==> src/rtl/core/rfct_pkg.sv <==
// ----------------------------------------------------------------------------
// rfct_pkg
// Types and constants shared by the fan remote code tracker modules.
// ----------------------------------------------------------------------------
`default_nettype none

package rfct_pkg;

    localparam int unsigned FAN_COUNT = 16;

    localparam logic [5:0] PROTO_MIN      = 6'd11;
    localparam logic [5:0] PROTO_MAX      = 6'd13;
    localparam logic [6:0] CODE_BITS      = 7'd12;
    localparam logic [15:0] WINDOW_RESET  = 16'd500;

    // command word, low six bits of the code
    localparam logic [5:0] CMD_REVERSE = 6'h3b;
    localparam logic [5:0] CMD_TOP     = 6'h36;
    localparam logic [5:0] CMD_LIGHT   = 6'h3e;
    localparam logic [5:0] CMD_SPEED1  = 6'h37;
    localparam logic [5:0] CMD_SPEED2  = 6'h35;
    localparam logic [5:0] CMD_SPEED3  = 6'h2f;
    localparam logic [5:0] CMD_SPEED4  = 6'h27;
    localparam logic [5:0] CMD_SPEED5  = 6'h1d;
    localparam logic [5:0] CMD_SPEED6  = 6'h1f;
    localparam logic [5:0] CMD_OFF     = 6'h3d;

    typedef struct packed {
        logic [31:0] rf_code;
        logic [5:0]  protocol_number;
        logic [6:0]  bit_count;
        logic [31:0] now_ms;
    } in_t;

    typedef struct packed {
        logic [3:0] fan_index;
        logic       fade_on;
        logic       reverse_on;
        logic       light_on;
        logic       top_light_on;
        logic       motor_on;
        logic [2:0] speed_level;
    } out_t;

    typedef struct packed {
        logic [2:0] speed;
        logic       motor;
        logic       top;
        logic       light;
        logic       reverse;
        logic       fade;
    } rec_t;

    typedef enum logic [2:0] {
        ST_IDLE   = 3'b001,
        ST_EVAL   = 3'b010,
        ST_UPDATE = 3'b100
    } state_t;

    typedef struct packed {
        logic capture;
        logic commit_prev;
        logic write_rec;
    } cmd_t;

    typedef struct packed {
        logic keep;
        logic out_free;
    } sts_t;

endpackage

`default_nettype wire

==> src/rtl/core/rf_fan_remote_code_tracker_core.sv <==
// An item passes these steps to the output register: capture, then filter and
// repeat check, then record update. A new item is taken only once the last
// has left them. The update step waits while the output register still
// holds an item that has not been taken, and the next item can be accepted
// while a result waits. Rejected codes and dropped repeats give no result and
// go from the filter step straight back to idle. All 16 fan records clear at
// reset; the repeat window may be written whenever the block is idle.
// ----------------------------------------------------------------------------
// rf_fan_remote_code_tracker_core
// Top level: sequencer and datapath of the fan remote code tracker.
// ----------------------------------------------------------------------------
`default_nettype none

module rf_fan_remote_code_tracker_core (
    input  wire logic          aclk,
    input  wire logic          aresetn,
    input  wire logic          s_valid,
    output logic               s_ready,
    input  rfct_pkg::in_t      s_data,
    output logic               m_valid,
    input  wire logic          m_ready,
    output rfct_pkg::out_t     m_data,
    input  wire logic          cfg_wr_en,
    input  wire logic [15:0]   cfg_wr_data
);

    rfct_pkg::cmd_t cmd;
    rfct_pkg::sts_t sts;

    rfct_ctrl u_ctrl (
        .aclk    (aclk),
        .aresetn (aresetn),
        .s_valid (s_valid),
        .s_ready (s_ready),
        .sts     (sts),
        .cmd     (cmd)
    );

    rfct_dp u_dp (
        .aclk        (aclk),
        .aresetn     (aresetn),
        .s_data      (s_data),
        .cfg_wr_en   (cfg_wr_en),
        .cfg_wr_data (cfg_wr_data),
        .cmd         (cmd),
        .sts         (sts),
        .m_valid     (m_valid),
        .m_ready     (m_ready),
        .m_data      (m_data)
    );

endmodule

`default_nettype wire

==> src/rtl/core/rfct_ctrl.sv <==
// ----------------------------------------------------------------------------
// rfct_ctrl
// Sequencer: capture an item, evaluate filter and repeat window, update record.
// ----------------------------------------------------------------------------
`default_nettype none

module rfct_ctrl (
    input  wire logic          aclk,
    input  wire logic          aresetn,
    input  wire logic          s_valid,
    output logic               s_ready,
    input  rfct_pkg::sts_t     sts,
    output rfct_pkg::cmd_t     cmd
);

    rfct_pkg::state_t state_reg;
    rfct_pkg::state_t state_next;

    always_ff @(posedge aclk) begin
        if (!aresetn) begin
            state_reg <= rfct_pkg::ST_IDLE;
        end else begin
            state_reg <= state_next;
        end
    end

    always_comb begin
        state_next      = state_reg;
        s_ready         = 1'b0;
        cmd.capture     = 1'b0;
        cmd.commit_prev = 1'b0;
        cmd.write_rec   = 1'b0;
        unique case (state_reg)
            rfct_pkg::ST_IDLE: begin
                s_ready     = 1'b1;
                cmd.capture = s_valid;
                if (s_valid) begin
                    state_next = rfct_pkg::ST_EVAL;
                end
            end
            rfct_pkg::ST_EVAL: begin
                cmd.commit_prev = sts.keep;
                state_next = sts.keep ? rfct_pkg::ST_UPDATE : rfct_pkg::ST_IDLE;
            end
            rfct_pkg::ST_UPDATE: begin
                // hold until the output register can take the item
                cmd.write_rec = sts.out_free;
                if (sts.out_free) begin
                    state_next = rfct_pkg::ST_IDLE;
                end
            end
            default: begin
                state_next = rfct_pkg::ST_IDLE;
            end
        endcase
    end

    a_write_needs_room: assert property (@(posedge aclk) disable iff (!aresetn)
        cmd.write_rec |-> sts.out_free)
        else $error("record written while output register busy");

    a_capture_to_eval: assert property (@(posedge aclk) disable iff (!aresetn)
        cmd.capture |=> state_reg == rfct_pkg::ST_EVAL)
        else $error("captured item not evaluated");

    a_keep_to_update: assert property (@(posedge aclk) disable iff (!aresetn)
        cmd.commit_prev |=> state_reg == rfct_pkg::ST_UPDATE)
        else $error("kept item did not reach update");

endmodule

`default_nettype wire

==> src/rtl/core/rfct_dp.sv <==
// ----------------------------------------------------------------------------
// rfct_dp
// Datapath: input capture, repeat filter, fan record table and output register.
// ----------------------------------------------------------------------------
`default_nettype none

module rfct_dp (
    input  wire logic          aclk,
    input  wire logic          aresetn,
    input  rfct_pkg::in_t      s_data,
    input  wire logic          cfg_wr_en,
    input  wire logic [15:0]   cfg_wr_data,
    input  rfct_pkg::cmd_t     cmd,
    output rfct_pkg::sts_t     sts,
    output logic               m_valid,
    input  wire logic          m_ready,
    output rfct_pkg::out_t     m_data
);

    rfct_pkg::in_t  in_reg;
    rfct_pkg::out_t out_reg;
    logic           out_valid_reg;
    logic           out_valid_next;
    logic [15:0]    window_reg;
    logic [31:0]    prev_code_reg;
    logic [31:0]    prev_time_reg;
    rfct_pkg::rec_t rec_reg [rfct_pkg::FAN_COUNT];
    rfct_pkg::rec_t rec_next;
    rfct_pkg::rec_t rec_cur;
    logic [3:0]     idx;
    logic [31:0]    elapsed;
    logic           pass;
    logic           repeat_hit;

    always_ff @(posedge aclk) begin
        if (cmd.capture) begin
            in_reg <= s_data;
        end
    end

    always_ff @(posedge aclk) begin
        if (!aresetn) begin
            window_reg <= rfct_pkg::WINDOW_RESET;
        end else if (cfg_wr_en) begin
            window_reg <= cfg_wr_data;
        end
    end

    // filter on protocol, length and bit 11, then the repeat window
    assign pass = (in_reg.protocol_number >= rfct_pkg::PROTO_MIN)
               && (in_reg.protocol_number <= rfct_pkg::PROTO_MAX)
               && (in_reg.bit_count == rfct_pkg::CODE_BITS)
               && !in_reg.rf_code[11];
    assign elapsed    = in_reg.now_ms - prev_time_reg;
    assign repeat_hit = (in_reg.rf_code == prev_code_reg) && (elapsed < {16'd0, window_reg});
    assign sts.keep   = pass && !repeat_hit;

    always_ff @(posedge aclk) begin
        if (!aresetn) begin
            prev_code_reg <= '0;
            prev_time_reg <= '0;
        end else if (cmd.commit_prev) begin
            prev_code_reg <= in_reg.rf_code;
            prev_time_reg <= in_reg.now_ms;
        end
    end

    assign idx     = ~in_reg.rf_code[10:7];
    assign rec_cur = rec_reg[idx];

    always_comb begin
        rec_next      = rec_cur;
        rec_next.fade = !in_reg.rf_code[6];
        unique case (in_reg.rf_code[5:0])
            rfct_pkg::CMD_REVERSE: rec_next.reverse = !rec_cur.reverse;
            rfct_pkg::CMD_TOP:     rec_next.top     = !rec_cur.top;
            rfct_pkg::CMD_LIGHT:   rec_next.light   = !rec_cur.light;
            rfct_pkg::CMD_SPEED1: begin
                rec_next.speed = 3'd0;
                rec_next.motor = 1'b1;
            end
            rfct_pkg::CMD_SPEED2: begin
                rec_next.speed = 3'd1;
                rec_next.motor = 1'b1;
            end
            rfct_pkg::CMD_SPEED3: begin
                rec_next.speed = 3'd2;
                rec_next.motor = 1'b1;
            end
            rfct_pkg::CMD_SPEED4: begin
                rec_next.speed = 3'd3;
                rec_next.motor = 1'b1;
            end
            rfct_pkg::CMD_SPEED5: begin
                rec_next.speed = 3'd4;
                rec_next.motor = 1'b1;
            end
            rfct_pkg::CMD_SPEED6: begin
                rec_next.speed = 3'd5;
                rec_next.motor = 1'b1;
            end
            rfct_pkg::CMD_OFF:     rec_next.motor   = 1'b0;
            default: begin
                // unknown command, fade flag only
            end
        endcase
    end

    always_ff @(posedge aclk) begin
        if (!aresetn) begin
            for (int i = 0; i < rfct_pkg::FAN_COUNT; i++) begin
                rec_reg[i] <= '0;
            end
        end else if (cmd.write_rec) begin
            rec_reg[idx] <= rec_next;
        end
    end

    assign sts.out_free = !out_valid_reg || m_ready;

    always_comb begin
        out_valid_next = out_valid_reg;
        if (cmd.write_rec) begin
            out_valid_next = 1'b1;
        end else if (m_ready) begin
            out_valid_next = 1'b0;
        end
    end

    always_ff @(posedge aclk) begin
        if (!aresetn) begin
            out_valid_reg <= 1'b0;
        end else begin
            out_valid_reg <= out_valid_next;
        end
    end

    always_ff @(posedge aclk) begin
        if (cmd.write_rec) begin
            out_reg.fan_index    <= idx;
            out_reg.fade_on      <= rec_next.fade;
            out_reg.reverse_on   <= rec_next.reverse;
            out_reg.light_on     <= rec_next.light;
            out_reg.top_light_on <= rec_next.top;
            out_reg.motor_on     <= rec_next.motor;
            out_reg.speed_level  <= rec_next.speed;
        end
    end

    assign m_valid = out_valid_reg;
    assign m_data  = out_reg;

    a_write_shows_item: assert property (@(posedge aclk) disable iff (!aresetn)
        cmd.write_rec |=> out_valid_reg)
        else $error("written record not presented");

    a_prev_tracks_code: assert property (@(posedge aclk) disable iff (!aresetn)
        cmd.commit_prev |=> prev_code_reg == $past(in_reg.rf_code))
        else $error("previous code not updated");

    a_keep_is_filtered: assert property (@(posedge aclk) disable iff (!aresetn)
        cmd.commit_prev |-> !in_reg.rf_code[11] && in_reg.bit_count == rfct_pkg::CODE_BITS)
        else $error("rejected code committed");

endmodule

`default_nettype wire
==> config.mk <==
export PLATFORM = sky130hd
export DESIGN_NAME = rf_fan_remote_code_tracker_core
export DESIGN_NICKNAME = d
export VERILOG_FILES = /design/src/rtl/core/rfct_pkg.sv /design/src/rtl/core/rf_fan_remote_code_tracker_core.sv /design/src/rtl/core/rfct_ctrl.sv /design/src/rtl/core/rfct_dp.sv
export SDC_FILE = /design/constraint.sdc
export NUM_CORES = 1
export LEC_CHECK = 0
export BUFFER_PORTS_ARGS = -buffer_cell sky130_fd_sc_hd__buf_2
export CAP_MARGIN = 20
export CORE_ASPECT_RATIO = 0.6
export CORE_MARGIN = 2
export CORE_UTILIZATION = 55
export CTS_BUF_LIST = sky130_fd_sc_hd__clkbuf_8
export CTS_CLUSTER_SIZE = 24
export DETAILED_ROUTE_END_ITERATION = 8
export HOLD_SLACK_MARGIN = 0.02
export PLACE_DENSITY = 0.81
export SYNTH_ARGS = -nofsm -noshare
export SYNTH_HDL_FRONTEND = slang
export SYNTH_HIERARCHICAL = 1
export SYNTH_SLANG_ARGS = --single-unit
==> constraint.sdc <==
create_clock -name aclk -period 13.8 [get_ports aclk]
set_input_delay 2.07 -clock aclk [delete_from_list [all_inputs] [get_ports aclk]]
set_output_delay 2.07 -clock aclk [all_outputs]
set_load 0.01 [all_outputs]
# After elaboration in Yosys (flattened, before gate mapping)
# Memory sizes are Yosys's and may differ from the RTL's.
# Index checks and enable logic that the tools add are counted.
# W data, S select, Z words.
[classes]
shifts = 0
n_mux = 22
bitwise_logic = 1
n_div = 0
addsub = 1
magnitude_cmp = 3
mul = 0
n_eq_ne = 17
n_reduce_logical = 17
[op_table]
columns = ["operator", "n"]
rows = [
  ["$eq A6 B6 Y1 const B", 8],
  ["$eq A32 B32 Y1", 1],
  ["$lt A32 B16 Y1", 1],
  ["$sub A32 B32 Y32", 1],
  ["$pmux W3 S6", 1],
  ["$mux W1", 14],
  ["$eq A6 B5 Y1 const B", 2],
  ["$mux W3", 3],
  ["$pmux W3 S3", 1],
  ["$mux W8", 1],
  ["$reduce_or A8 Y1", 1],
  ["$eq A7 B4 Y1 const B", 1],
  ["$logic_not A1 Y1", 7],
  ["$ge A6 B4 Y1 const B", 1],
  ["$le A6 B4 Y1 const B", 1],
  ["$reduce_or A6 Y1", 1],
  ["$logic_and A1 B1 Y1", 5],
  ["$mux W4", 1],
  ["$not A4 Y4", 1],
  ["$eq A3 B1 Y1 const B", 1],
  ["$eq A3 B2 Y1 const B", 1],
  ["$eq A3 B3 Y1 const B", 1],
  ["$ne A2 B1 Y1 const B", 1],
  ["$ne A2 B2 Y1 const B", 1],
  ["other kinds (4)", 4],
]
[word_totals]
ff_bits = 173
romBits = 0
wordCells = 78
output_inout_bits = 14
memories = 1
in_bits = 98
latch_bits = 0
ram_bits = 128
[mem_list]
columns = ["name", "depth", "word_bits", "read_ports", "rd_clocked_by_memory_dff", "write_ports", "line", "source"]
rows = [
  ["u_dp.rec_reg", 16, 8, 1, 0, 16, "rfct_dp.sv:27", "rfct_pkg::rec_t rec_reg [rfct_pkg::FAN_COUNT];"],
]

# Depth between registers and ports, before layout
[depth]
ltp_word = 8
mapped_depth = 26
ltp_nobuf = 23

# By module
# Netlist, hierarchy kept.
[modules_own_cells]
columns = ["mod", "area_each_um2", "cells_each", "instances", "seq_area_each_um2"]
rows = [
  ["rfct_dp", 13372.8, 1114, 1, 7657.3],
  ["rfct_ctrl", 158.9, 16, 1, 60.1],
]

# Worst setup path before layout
# No wires, ideal clock.
[synth_path]
kind = "flip-flop to flip-flop"
from = "reg u_dp/in_reg[0] (netlist name)"
to = "reg u_dp.prev_code_reg[7]"
path_slack_ps = 8830
synth_period_minus_slack_ps = 4970
path_stages_with_launch = 26
setup_ps = 117
required_ps = 13683
path_buffers = 3
t_arrival_ps = 4853
cell_sequence = "edfxtp_1 -> inv_1 -> ha_1 -> fa_1 -> nand2b_1 -> a21oi_1 -> or2_2 -> a211o_1 -> a21o_1 -> a21oi_1 -> xnor2_1 -> ha_1 -> a31o_2 -> a2111oi_0 -> o211ai_1 -> nor3_1 -> o2111a_1 -> nand4_1 -> nor4_1 -> a41oi_1 -> and4bb_1 -> buf_4 -> clkbuf_1 -> clkbuf_1 -> mux2i_1 -> nor2b_1"
[synth_rtl]
columns = ["item", "line", "source"]
rows = [
  ["from (decl)", "rfct_dp.sv:20", "rfct_pkg::in_t in_reg;"],
  ["from (signal assigned)", "rfct_dp.sv:37", "in_reg <= s_data;"],
  ["to (signal assigned)", "rfct_dp.sv:63", "prev_code_reg <= in_reg.rf_code;"],
  ["to (decl)", "rfct_dp.sv:25", "logic [31:0] prev_code_reg;"],
]

==> key figures <==
Clocking
  • Number of buffers created by CTS: 41
  • Clk sink count: 285
  • Clk root buf: clkbuf_8
  • Clk pin slew, worst setup/hold paths: 0.06 ns
  • TritonCTS clock tree: built
  • Hold_buf cts: 0
  • Post-cts resize count: 0
  • Worst-case clock buffer depth: 3
  • CTS H-tree lvls: 2
  • Clock Latency Late Sink: 0.57 ns
  • Post-CTS Setup Bufs: 0

STA
  • Max-slew headroom: 0.275
  • Slew Viols, Final: 0
  • Clock Skew: 0.0344 ns
  • Final setup margin: 8.17 ns
  • Tightest Pin Transition: 1.08 ns
  • # setup viols final: 0
  • Setup TNS: 0 ns
  • Period minus WS final: 5.63 ns
  • RSZ-0062 raised after global routing: no
  • Crit share post-route: 0.408
  • Worst hold slack: 0.500 ns
  • Fmax: 178 MHz
  • Hold Violations, Final: 0

Cells and area
  • Most frequent cells in the layout: edfxtp_1, nor2_1, buf_2
  • # fillers: 1817
  • Share of post-route cells with drive strength above 1: 0.182
  • Post-route insts no fill: 1593
  • N_diodes: 0
  • Layout Utilization: 0.629
  • Commonest non-fill, non-tap cell in the layout: edfxtp_1
  • Max FFs per register: 112
  • Final layout net count: 1383
  • Post-layout instance area: 15200 µm²
  • Area Overhead vs Synth: 12.3%

Route
  • Drt drc: 0
  • Vias per Instance: 5.75
  • Final ANT Viol Nets: 0
  • Wirelength per Cell: 19.3 µm
  • Vias: 9160
  • Post-Route WL: 30800 µm
  • DR iter-0 viols: 947
  • Drt pass-1 iters: 5

Power
  • Int Power: 1.36 mW
  • Clock share of power: 0.363
  • Sequential Power Share: 0.530
  • Sw frac: 0.256
  • Combinational power share: 0.108
  • P per Cell Area: 120 nW/µm²
  • Max IR drop VDD: 0.0000913 V
  • Leak: 5.62 nW
  • Net Switching: 467 µW
  • Final Power: 1.83 mW

Status
  • Status: finished, final reports clean

Setup path
  • Critical path's largest stage delay: 0.53 ns
  • Crit start category: flop
  • Worst path cell trace: ha_1 > nor2b_1 > o211ai_1 > a31oi_1 > a311o_1 > a31oi_1 > xnor2_1 > ha_1 > a31o_2 > a2111oi_0 > o211ai_1 > nor3_1 > o2111a_1 > nand4_1 > nor4_1 > a41oi_1 > and4bb_4 > buf_4 > mux2i_1 > nor2b_1
  • CP Data Required Time: 14.25 ns
  • Critical path arrival: 6.09 ns
  • CP top delay family: compound AO/OA/AOI/OAI gates
  • Maximum fanout along the worst path: 42
  • CP max-delay cell: a2111oi_0
  • CP Buf/Inv Count: 1
  • CP Class: reg -> reg
  • Setup crit end kind: flop

Synth
  • Post-synth cell types: 61
  • Compound-Gate Fraction of Synth Area: 0.0644
  • Area of the mapped netlist: 13500 µm²
  • Seq/Total Area, Yosys: 0.570
  • Synth Area in Simple Gates: 0.134
  • Register bit total from synthesis: 285
  • Largest family of logic cells by synthesized area: simple AND/OR/NAND/NOR gates
  • EDFF count, synth: 201
  • Post-synthesis mux area share: 0.115
  • Xor/xnor share of the synthesized area: 0.0369
  • Avg Cell Area, Syn: 12.0 µm²
  • Async set-reset flop share out of synthesis: 0
  • Area contributors post-synth: edfxtp_1, dfxtp_1, mux4_2
  • Synthesized instance count: 1130
  • Yosys top cell area share: 0.446
  • Synthesis Warnings: 6
  • Post-synth top flop: edfxtp_1
  • Synthesized Nets: 1275
  • Post-synthesis adder-cell area fraction: 0.0440
  • Leading area contributor after synthesis: edfxtp_1

Floorplanning
  • Starting density of the core: 0.560
  • FP Rows: 44
  • Die ar.: 25900 µm²
  • Die width: 206 µm
  • Die Y: 126 µm
  • Top Ports: 112
  • Core ar.: 24200 µm²

Global routing
  • Pin count of the biggest net entering global routing: 91
  • First-pass GRT wire length: 48600 µm
  • GRT Util Overall: 0.245
  • Vias in the first global route: 8729
  • Overflow after GRT: 0
  • Antenna violations before repair: 0

Run
  • Max-cap violations: 0

Placement
  • Placed Area: 14400 µm²
  • Port Buffers: 111
  • Placed Instances: 1515
  • Post-DP HPWL: 21100 µm
  • Routability cong.: 0.982
  • Pre-CTS WS: 8.24 ns

Worst hold path
  • HP Class: reg -> reg
==> worst paths after layout <==
path | from | to | slack (ns) | cells past startpoint
setup / recovery | u_dp/in_reg[1] | u_dp/prev_code_reg[6] | 8.17 | 20
hold / removal | u_dp/window_reg[6] | u_dp/window_reg[6] | 0.50 | 2
setup reg to reg | u_dp/in_reg[1] | u_dp/prev_code_reg[6] | 8.17 | 20
hold reg to reg | u_dp/window_reg[6] | u_dp/window_reg[6] | 0.50 | 2
==> cell usage after synthesis (all sizes together) (2+ instances only) <==
library cell  count
xnor2            25
nand3b            3
and2              3
dfxtp            84
o21ai            27
o21a              7
nand4            11
xor2             32
a21boi            2
nor2b            80
ha               46
o211ai           10
nor3             16
nand2b           10
nor4b             3
and4bb            2
a221oi            2
o31ai             4
o221ai            2
a21oi            41
edfxtp          201
nor4              7
a211oi            4
buf              16
a31oi             6
and4              2
o2111ai           2
nand3            20
inv              68
nand2            66
mux4             35
or2               2
nor2            142
clkbuf           38
mux2i            77
a21o             16
==> power by group through the flow <==
stage	clock (mW)	sequential (mW)	combinational, mW
6_report	0.662	0.967	0.197
5_1_grt	0.717	0.969	0.215
4_1_cts	0.679	0.967	0.191
3_5_place_dp	0	0.985	0.190
3_3_place_gp	0	0.984	0.186
2_1_floorplan	0	0.975	0.133
==> tightest hold or removal path, delay by kind of cell, from the launching register on <==
| kind | cells | cell delay (ns) |
|---|---|---|
| AOI/OAI and AO/OA | 1 | 0.08 |
| buffers and inverters | 1 | 0.07 |
| DFF | 1 | 0.30 |
==> routing by layer <==
metal	routed length (µm)	share of wire	up-vias	global-route usage
met5	0	0	-	0
met4	492	0.016	0	0.0550
met3	3560	0.12	45	0.0733
met2	12300	0.40	506	0.326
met1	14400	0.47	4340	0.391
li1	-	-	4269	-
==> area by class of cell <==
type,instances,area [µm²],area share
well taps,322,403,0.0265
clock buffers,47,647,0.0426
flip-flops and latches,285,7720,0.508
inverters,68,255,0.0168
repair buffers,119,631,0.0415
multi-input cells,723,5380,0.354
clock inverters,29,164,0.0108
==> cells by family after synthesis <==
kind of cell,Yosys count
adder cells (fa/ha/maj),47
AND/OR/NAND/NOR,373
flip-flops,285
buffers and inverters,122
multiplexers,112
AO/OA/AOI/OAI,134
XOR/XNOR,57
Power figures use the tool's default switching activity.
